### src/worst_fit_block_allocator_macros.svh
// assertion macros for the worst-fit block allocator
`ifndef WORST_FIT_BLOCK_ALLOCATOR_MACROS_SVH
`define WORST_FIT_BLOCK_ALLOCATOR_MACROS_SVH

`ifndef SYNTHESIS

// plain property, checked at every edge outside reset
`define WFBA_ASSERT(lbl, clk, rstn, prop) \
  lbl: assert property (@(posedge clk) disable iff (!rstn) (prop)) \
    else $error("wfba assertion failed");

// same-cycle implication
`define WFBA_ASSERT_IMPL(lbl, clk, rstn, ante, cons) \
  lbl: assert property (@(posedge clk) disable iff (!rstn) (ante) |-> (cons)) \
    else $error("wfba assertion failed");

// next-cycle implication
`define WFBA_ASSERT_NEXT(lbl, clk, rstn, ante, cons) \
  lbl: assert property (@(posedge clk) disable iff (!rstn) (ante) |=> (cons)) \
    else $error("wfba assertion failed");

`else

`define WFBA_ASSERT(lbl, clk, rstn, prop)
`define WFBA_ASSERT_IMPL(lbl, clk, rstn, ante, cons)
`define WFBA_ASSERT_NEXT(lbl, clk, rstn, ante, cons)

`endif

`endif

### src/wfba_pkg.sv
// shared types and constants of the worst-fit block allocator
package wfba_pkg;

  localparam int SLOT_FIELD_W = 4;
  localparam int SIZE_FIELD_W = 16;
  localparam int BC_W         = 5;
  localparam int CFG_ADDR_W   = 3;
  localparam int CFG_DATA_W   = 32;

  localparam logic [BC_W-1:0] BLOCK_COUNT_RESET = 5'd16;

  // register word index
  localparam logic REG_BLOCK_COUNT = 1'b0;

  localparam logic MODE_LOAD    = 1'b0;
  localparam logic MODE_REQUEST = 1'b1;

  localparam logic [1:0] STATUS_LOADED    = 2'd0;
  localparam logic [1:0] STATUS_ALLOCATED = 2'd1;
  localparam logic [1:0] STATUS_NO_FIT    = 2'd2;

  typedef struct packed {
    logic                    mode;
    logic [SLOT_FIELD_W-1:0] block_slot;
    logic [SIZE_FIELD_W-1:0] size_value;
  } in_t;

  typedef struct packed {
    logic [1:0]              status;
    logic [SLOT_FIELD_W-1:0] chosen_block;
    logic [SIZE_FIELD_W-1:0] left_free;
  } out_t;

endpackage

### src/wfba_regs.sv
// apb configuration register file: block count
module wfba_regs (
  input  logic                              clk,
  input  logic                              rst_n,
  input  logic                              psel,
  input  logic                              penable,
  input  logic                              pwrite,
  input  logic [wfba_pkg::CFG_ADDR_W-1:0]   paddr,
  input  logic [wfba_pkg::CFG_DATA_W-1:0]   pwdata,
  output logic [wfba_pkg::CFG_DATA_W-1:0]   prdata,
  output logic                              pready,
  output logic [wfba_pkg::BC_W-1:0]         blk_count
);
  import wfba_pkg::*;

  logic [BC_W-1:0] blk_count_r;
  logic            wr_beat;
  logic            reg_sel;

  assign pready    = 1'b1;
  assign wr_beat   = psel && penable && pwrite && pready;
  assign reg_sel   = paddr[CFG_ADDR_W-1];
  assign blk_count = blk_count_r;

  always_ff @(posedge clk) begin
    if (!rst_n) begin
      blk_count_r <= BLOCK_COUNT_RESET;
    end else if (wr_beat && (reg_sel == REG_BLOCK_COUNT)) begin
      blk_count_r <= pwdata[BC_W-1:0];
    end
  end

  always_comb begin
    unique case (reg_sel)
      REG_BLOCK_COUNT: prdata = {{(CFG_DATA_W-BC_W){1'b0}}, blk_count_r};
      default:         prdata = '0;
    endcase
  end

endmodule

### src/wfba_cell.sv
// one table cell: holds a block's free size and updates the passing search beat
`include "worst_fit_block_allocator_macros.svh"

module wfba_cell #(
  parameter int CELL_IDX  = 0,
  parameter int SIZE_BITS = 16,
  parameter int IDX_W     = 4
) (
  input  logic                                                   clk,
  input  logic                                                   rst_n,
  input  logic [wfba_pkg::BC_W-1:0]                              blk_count,
  input  logic [1+IDX_W+SIZE_BITS-1:0]                           wr_in,
  input  logic [2+wfba_pkg::SIZE_FIELD_W+SIZE_BITS+IDX_W-1:0]    beat_in,
  output logic [2+wfba_pkg::SIZE_FIELD_W+SIZE_BITS+IDX_W-1:0]    beat_out
);
  import wfba_pkg::*;

  localparam int CW = (SIZE_BITS > SIZE_FIELD_W) ? SIZE_BITS : SIZE_FIELD_W;

  typedef struct packed {
    logic                    valid;
    logic                    found;
    logic [SIZE_FIELD_W-1:0] req;
    logic [SIZE_BITS-1:0]    best_val;
    logic [IDX_W-1:0]        best_idx;
  } beat_t;

  typedef struct packed {
    logic                 en;
    logic [IDX_W-1:0]     idx;
    logic [SIZE_BITS-1:0] data;
  } wr_t;

  localparam logic [IDX_W-1:0] MY_IDX = IDX_W'(CELL_IDX);

  logic [SIZE_BITS-1:0] free_r;
  beat_t                b_in;
  beat_t                b_nxt;
  beat_t                b_r;
  wr_t                  wr;
  logic                 active;
  logic                 fits;
  logic                 take;

  assign b_in     = beat_in;
  assign wr       = wr_in;
  assign beat_out = b_r;

  // blocks at or above the configured count sit out the search
  assign active = CELL_IDX < int'(blk_count);
  assign fits   = CW'(free_r) >= CW'(b_in.req);
  assign take   = b_in.valid && active && fits && (!b_in.found || (free_r > b_in.best_val));

  always_comb begin
    b_nxt = b_in;
    if (take) begin
      b_nxt.found    = 1'b1;
      b_nxt.best_val = free_r;
      b_nxt.best_idx = MY_IDX;
    end
  end

  always_ff @(posedge clk) begin
    if (!rst_n) begin
      free_r <= '0;
    end else if (wr.en && (wr.idx == MY_IDX)) begin
      free_r <= wr.data;
    end
  end

  always_ff @(posedge clk) begin
    if (!rst_n) begin
      b_r.valid <= 1'b0;
    end else begin
      b_r <= b_nxt;
    end
  end

  `WFBA_ASSERT_IMPL(a_best_fits, clk, rst_n, b_r.valid && b_r.found, CW'(b_r.best_val) >= CW'(b_r.req))
  `WFBA_ASSERT_NEXT(a_take_marks, clk, rst_n, take, b_r.found && (b_r.best_idx == MY_IDX))
  `WFBA_ASSERT_NEXT(a_found_kept, clk, rst_n, b_in.valid && b_in.found, b_r.found)

endmodule

### src/worst_fit_block_allocator.sv
// worst-fit block allocator: a row of NUM_BLOCKS cells, each holding one block's free
// size, with a search beat that walks the row one cell per cycle. A load item writes
// its block directly, and its result strobe follows on the next cycle.
// A request launches a beat that visits every cell in turn, keeping the largest fitting
// size with ties to the lowest index; the reduced size is written back as the beat
// leaves the last cell. A request keeps busy high until its beat leaves the row
// of cells, and its result strobe follows. Results are shown for exactly
// one cycle on out_valid and cannot be held off by the receiver. Configuration writes
// are taken at any time but are meant for idle periods.
`include "worst_fit_block_allocator_macros.svh"

module worst_fit_block_allocator #(
  parameter int NUM_BLOCKS = 16,
  parameter int SIZE_BITS  = 16
) (
  input  logic                              clk,
  input  logic                              rst_n,
  input  logic                              start,
  output logic                              busy,
  input  wfba_pkg::in_t                     in_data,
  output logic                              out_valid,
  output wfba_pkg::out_t                    out_data,
  input  logic                              psel,
  input  logic                              penable,
  input  logic                              pwrite,
  input  logic [wfba_pkg::CFG_ADDR_W-1:0]   paddr,
  input  logic [wfba_pkg::CFG_DATA_W-1:0]   pwdata,
  output logic [wfba_pkg::CFG_DATA_W-1:0]   prdata,
  output logic                              pready
);
  import wfba_pkg::*;

  localparam int IDX_W  = $clog2(NUM_BLOCKS);
  localparam int BEAT_W = 2 + SIZE_FIELD_W + SIZE_BITS + IDX_W;
  localparam int WR_W   = 1 + IDX_W + SIZE_BITS;

  typedef struct packed {
    logic                    valid;
    logic                    found;
    logic [SIZE_FIELD_W-1:0] req;
    logic [SIZE_BITS-1:0]    best_val;
    logic [IDX_W-1:0]        best_idx;
  } beat_t;

  typedef struct packed {
    logic                 en;
    logic [IDX_W-1:0]     idx;
    logic [SIZE_BITS-1:0] data;
  } wr_t;

  typedef enum logic {
    S_IDLE,
    S_SEARCH
  } state_t;

  state_t               state_r, state_nxt;
  beat_t                launch_r, launch_nxt;
  logic                 out_valid_r, out_valid_nxt;
  out_t                 out_r, out_nxt;
  beat_t                chain [NUM_BLOCKS+1];
  logic [NUM_BLOCKS:0]  chain_valid;
  beat_t                tail;
  wr_t                  wr;
  logic [BC_W-1:0]      blk_count;
  logic                 accept;
  logic                 is_req;
  logic                 slot_ok;
  logic                 fin;
  logic [SIZE_BITS-1:0] load_val;
  logic [SIZE_BITS-1:0] left_val;

  wfba_regs u_regs (
    .clk       (clk),
    .rst_n     (rst_n),
    .psel      (psel),
    .penable   (penable),
    .pwrite    (pwrite),
    .paddr     (paddr),
    .pwdata    (pwdata),
    .prdata    (prdata),
    .pready    (pready),
    .blk_count (blk_count)
  );

  assign chain[0] = launch_r;

  for (genvar k = 0; k < NUM_BLOCKS; k++) begin : g_cell
    logic [BEAT_W-1:0] beat_o;

    wfba_cell #(
      .CELL_IDX  (k),
      .SIZE_BITS (SIZE_BITS),
      .IDX_W     (IDX_W)
    ) u_cell (
      .clk       (clk),
      .rst_n     (rst_n),
      .blk_count (blk_count),
      .wr_in     (WR_W'(wr)),
      .beat_in   (BEAT_W'(chain[k])),
      .beat_out  (beat_o)
    );

    assign chain[k+1] = beat_o;
  end

  for (genvar k = 0; k <= NUM_BLOCKS; k++) begin : g_vld
    assign chain_valid[k] = chain[k].valid;
  end

  assign tail      = chain[NUM_BLOCKS];
  assign busy      = (state_r != S_IDLE);
  assign accept    = start && !busy;
  assign is_req    = (in_data.mode == MODE_REQUEST);
  assign fin       = tail.valid;
  assign slot_ok   = int'(in_data.block_slot) < NUM_BLOCKS;
  assign load_val  = SIZE_BITS'(in_data.size_value);
  assign left_val  = tail.best_val - SIZE_BITS'(tail.req);
  assign out_valid = out_valid_r;
  assign out_data  = out_r;

  // table write port: a load at accept, or the write-back as the beat leaves the row
  always_comb begin
    wr = '0;
    if (accept && !is_req) begin
      wr.en   = slot_ok;
      wr.idx  = IDX_W'(in_data.block_slot);
      wr.data = load_val;
    end else if (fin) begin
      wr.en   = tail.found;
      wr.idx  = tail.best_idx;
      wr.data = left_val;
    end
  end

  always_comb begin
    state_nxt      = state_r;
    launch_nxt     = launch_r;
    launch_nxt.valid = 1'b0;
    out_valid_nxt  = 1'b0;
    out_nxt        = out_r;
    unique case (state_r)
      S_IDLE: begin
        if (accept) begin
          if (is_req) begin
            state_nxt           = S_SEARCH;
            launch_nxt.valid    = 1'b1;
            launch_nxt.found    = 1'b0;
            launch_nxt.req      = in_data.size_value;
            launch_nxt.best_val = '0;
            launch_nxt.best_idx = '0;
          end else begin
            out_valid_nxt        = 1'b1;
            out_nxt.status       = STATUS_LOADED;
            out_nxt.chosen_block = in_data.block_slot;
            out_nxt.left_free    = slot_ok ? SIZE_FIELD_W'(load_val) : '0;
          end
        end
      end
      S_SEARCH: begin
        if (fin) begin
          state_nxt     = S_IDLE;
          out_valid_nxt = 1'b1;
          if (tail.found) begin
            out_nxt.status       = STATUS_ALLOCATED;
            out_nxt.chosen_block = SLOT_FIELD_W'(tail.best_idx);
            out_nxt.left_free    = SIZE_FIELD_W'(left_val);
          end else begin
            out_nxt.status       = STATUS_NO_FIT;
            out_nxt.chosen_block = '0;
            out_nxt.left_free    = '0;
          end
        end
      end
      default: begin
        state_nxt = S_IDLE;
      end
    endcase
  end

  always_ff @(posedge clk) begin
    if (!rst_n) begin
      state_r        <= S_IDLE;
      launch_r.valid <= 1'b0;
      out_valid_r    <= 1'b0;
    end else begin
      state_r     <= state_nxt;
      launch_r    <= launch_nxt;
      out_valid_r <= out_valid_nxt;
      out_r       <= out_nxt;
    end
  end

  `WFBA_ASSERT_IMPL(a_strobe_src, clk, rst_n, out_valid_r, $past(accept || fin))
  `WFBA_ASSERT_IMPL(a_fin_in_search, clk, rst_n, fin, state_r == S_SEARCH)
  `WFBA_ASSERT_NEXT(a_req_busy, clk, rst_n, accept && is_req, busy && launch_r.valid)
  `WFBA_ASSERT(a_one_beat, clk, rst_n, $onehot0(chain_valid))

endmodule
### config.mk
export PLATFORM = sky130hd
export DESIGN_NAME = worst_fit_block_allocator
export DESIGN_NICKNAME = d
export VERILOG_FILES = /design/src/wfba_pkg.sv /design/src/wfba_regs.sv /design/src/wfba_cell.sv /design/src/worst_fit_block_allocator.sv
export VERILOG_INCLUDE_DIRS = /design/src /design/src/src
export SDC_FILE = /design/constraint.sdc
export NUM_CORES = 2
export LEC_CHECK = 0
export BUFFER_PORTS_ARGS = -buffer_cell sky130_fd_sc_hd__buf_4
export CORE_MARGIN = 2
export CORE_UTILIZATION = 60
export CTS_CLUSTER_DIAMETER = 100
export CTS_CLUSTER_SIZE = 20
export DETAILED_ROUTE_END_ITERATION = 16
export PLACE_DENSITY = 0.76
export SLEW_MARGIN = 30
export SYNTH_ARGS = -nofsm -noshare
export SYNTH_HDL_FRONTEND = slang
export SYNTH_SLANG_ARGS = --single-unit
### constraint.sdc
create_clock -name clk -period 8 [get_ports clk]
set_clock_uncertainty 0.15 [all_clocks]
set_input_delay 0.4 -clock clk [delete_from_list [all_inputs] [get_ports clk]]
set_output_delay 0.4 -clock clk [all_outputs]
set_load 0.1 [all_outputs]
==> results.json <==
{
  "outcome": "completed",
  "die_w_um": 278,
  "core_mm2": 0.0743,
  "p_per_area_mw_per_mm2": 181,
  "finalWorstSetupSlack_ns": 4.34,
  "seqPwrFrac_pct": 60.3,
  "hold_path_class": "in2reg",
  "start_util_pct": 60.6,
  "first_iter_violations": 2759,
  "switching_share_pct": 24.4,
  "dp_slack_ns": 4.40,
  "cts_tree": "built",
  "numPortBuffers": 61,
  "synth_compound_area_share_pct": 11.9,
  "synth.area.mux_share_pct": 6.23,
  "hold_viol": 0,
  "fin_util_pct": 64.8,
  "syn_to_final_growth_pct": 6.98,
  "dpl.hpwl_um": 73600,
  "synth_seq_cells": 895,
  "ys.flop_type": "edfxtp_1",
  "antenna_found_initial": 1,
  "yosysTopAreaCell": "edfxtp_1",
  "worstSetupPathType": "reg2reg",
  "period_minus_slack_ns": 3.66,
  "start_kind": "flip-flop",
  "fin_nets": 4543,
  "cp_max_fo": 12,
  "htreeDepth": 2,
  "gp_congestion": 0.894,
  "fmax_ghz": 0.273,
  "synth_commonest_cells": "edfxtp_1, inv_1, ha_1, a21oi_1, dfxtp_1",
  "final_layout_size_suffix_gt1_share_pct": 11.3,
  "cts.repair.resized": 0,
  "wirelength_um": 105000,
  "cts_buffer_depth": 3,
  "synthAdderAreaFrac_pct": 14.2,
  "ant_nets": 0,
  "r2r_setup_slack_ns": 4.34,
  "internal-power_mw": 6.61,
  "hp-start": "rst_n",
  "fp-row-count": 100,
  "via_per_inst": 5.88,
  "cp.arrival_ns": 3.88,
  "yosys.area_share.xor_xnor_pct": 0.292,
  "track_usage_pct": 26.9,
  "drv_cap": 0,
  "synth_area_leaders": "edfxtp_1, ha_1, dfxtp_1, mux2_2, inv_1",
  "wl_per_cell_um": 21.0,
  "synth_top_family_by_area": "adder cells",
  "min_period_over_period_pct": 45.7,
  "clk_pin_slew_ns": 0.08,
  "synthArstFlopShare_pct": 0,
  "ff2ff_path_depth": 9,
  "leakage_nw": 20.5,
  "yosysTopAreaCellShare_pct": 41.0,
  "holdPathEnd": "g_cell[0].u_cell.beat_out[21]$_DFFE_PP_",
  "final_cells": 4980,
  "switchingPower_mw": 2.13,
  "fp.dieH_um": 278,
  "die-area_mm2": 0.0772,
  "drc": 0,
  "ys_warn_count": 0,
  "cts_num_sinks": 895,
  "synth_edf_count": 615,
  "power_mw": 8.73,
  "globalRouteOverflowTotal": 0,
  "irDropWorstVdd_v": 0.000170,
  "whs_path_depth": 1,
  "rsz0062_at_grt": "false",
  "grt_max_degree": 191,
  "crit_path_end_kind": "flip-flop",
  "setup_tns_ns": 0,
  "diodes": 0,
  "finalSetupViolations": 0,
  "clk_latency_ns": 0.64,
  "numCtsBuffers": 50,
  "clock-root-buffer": "clkbuf_16",
  "clockPowerShare_pct": 31.2,
  "synth_seq_area_share_pct": 53.5,
  "slew_headroom_pct": 29.5,
  "synth-simple-area-share_pct": 7.57,
  "post_cts_buffers": 0,
  "grt_pass1_vias": 28093,
  "vias": 29284,
  "synth_most_common_cell": "edfxtp_1",
  "r2r-end": "g_cell[8].u_cell.beat_out[10]$_DFFE_PP_",
  "drtPass1Iterations": 6,
  "place_inst": 4857,
  "reg2reg_from": "g_cell[7].u_cell.beat_out[20]$_DFFE_PP_",
  "syn_area_per_cell_um2": 11.5,
  "slew_viol_final": 0,
  "worstPathRequired_ns": 8.22,
  "cts_hold_buf": 26,
  "synth_cell_types": 74,
  "ios": 119,
  "synthCells": 3929,
  "pwr-share-comb_pct": 8.5,
  "worstMarginPinSlew_ns": 1.05,
  "netlist_area_mm2": 0.0450,
  "grt_pass1_wl_um": 160000
}
## metal layers
metal	GRT usage, %	share of wire (%)	vias up
met5	0	0.0086	-
met4	9.36	3.5	2
met3	4.39	6.5	202
met2	44.5	48	797
met1	36.1	42	14088
li1	-	-	14195
## cells in the final DEF, fill, tap and decap left out, types with 26 or more instances in the layout
cell	n
buf_4	89
and2_1	50
clkbuf_16	51
nor4_1	29
nand4_1	57
clkbuf_1	40
nand3_1	43
nand2b_1	40
inv_1	527
dlygate4sd3_1	26
a21o_1	33
nand2_1	131
ha_1	511
o21ai_0	236
dfxtp_1	280
conb_1	28
a21oi_1	327
nor2_1	197
mux2_2	226
o211ai_1	26
a211oi_1	150
edfxtp_1	615
## final cells by class
cell class                      instances  area [um^2]
Clock buffer                           91         1430
Inverter                              529         1990
Clock inverter                          3         35.0
Multi-Input combinational cell       2369        18400
Timing Repair Buffer                  124         1070
Sequential cell                       895        24100
Fill cell                            5676        26200
Tap cell                              969         1210
## cell families after synthesis
family,count (synthesis)
simple gates,668
buf+inv,691
flops,895
compound gates,901
fa+ha+maj,512
xor+xnor,15
other cells,2
mux,245
## per-stage QoR
step,hold slack [ns],cell area [um^2]
floorplan,0.273,45100
global placement,0.279,46300
detailed placement,0.282,46400
CTS,0.0708,48100
global route,0.0901,48200
finish,0.0716,48200
## power by group through the flow
| stage | clock network (mW) | logic [mW] | registers (mW) |
|---|---|---|---|
| floorplan | 0 | 0.457 | 5.34 |
| global placement | 0 | 0.695 | 5.37 |
| detailed placement | 0 | 0.716 | 5.38 |
| CTS | 2.76 | 0.733 | 5.27 |
| global route | 2.91 | 0.814 | 5.29 |
| finish | 2.72 | 0.744 | 5.27 |
## critical path, cell delays in order, from the launching register on
cell       delay [ns]
edfxtp_1         0.40
ha_1             0.30
or3b_2           0.46
o2111ai_1        0.12
a31oi_1          0.13
a211oi_1         0.35
o31a_1           0.23
nand3b_1         0.54
buf_4            0.35
mux2_2           0.38
## worst max-delay path by stage
stage,start,end,slack (ns),cells after the start
floorplan,busy$_SDFF_PN0_,out_data[0]$_DFFE_PP_,4.84,4
global placement,g_cell[15].u_cell.beat_out[20]$_DFFE_PP_,g_cell[4].u_cell.free_r[14]$_SDFFE_PN0P_,4.40,10
detailed placement,g_cell[7].u_cell.beat_out[20]$_DFFE_PP_,g_cell[8].u_cell.beat_out[10]$_DFFE_PP_,4.40,9
CTS,g_cell[8].u_cell.free_r[0]$_SDFFE_PN0P_,g_cell[8].u_cell.beat_out[10]$_DFFE_PP_,4.38,10
global route,g_cell[15].u_cell.beat_out[6]$_DFFE_PP_,g_cell[11].u_cell.free_r[9]$_SDFFE_PN0P_,4.25,8
finish,g_cell[7].u_cell.beat_out[20]$_DFFE_PP_,g_cell[8].u_cell.beat_out[10]$_DFFE_PP_,4.34,9
## registers in the layout (all words and copies together) (netlist names)
signal	count
g_cell.u_cell.free_r	256
chain	17
g_cell.u_cell.beat_out	593
u_regs.blk_count	5
out_data	22
busy	1
out_valid	1
No activity file was read; power rests on OpenSTA's default activity.
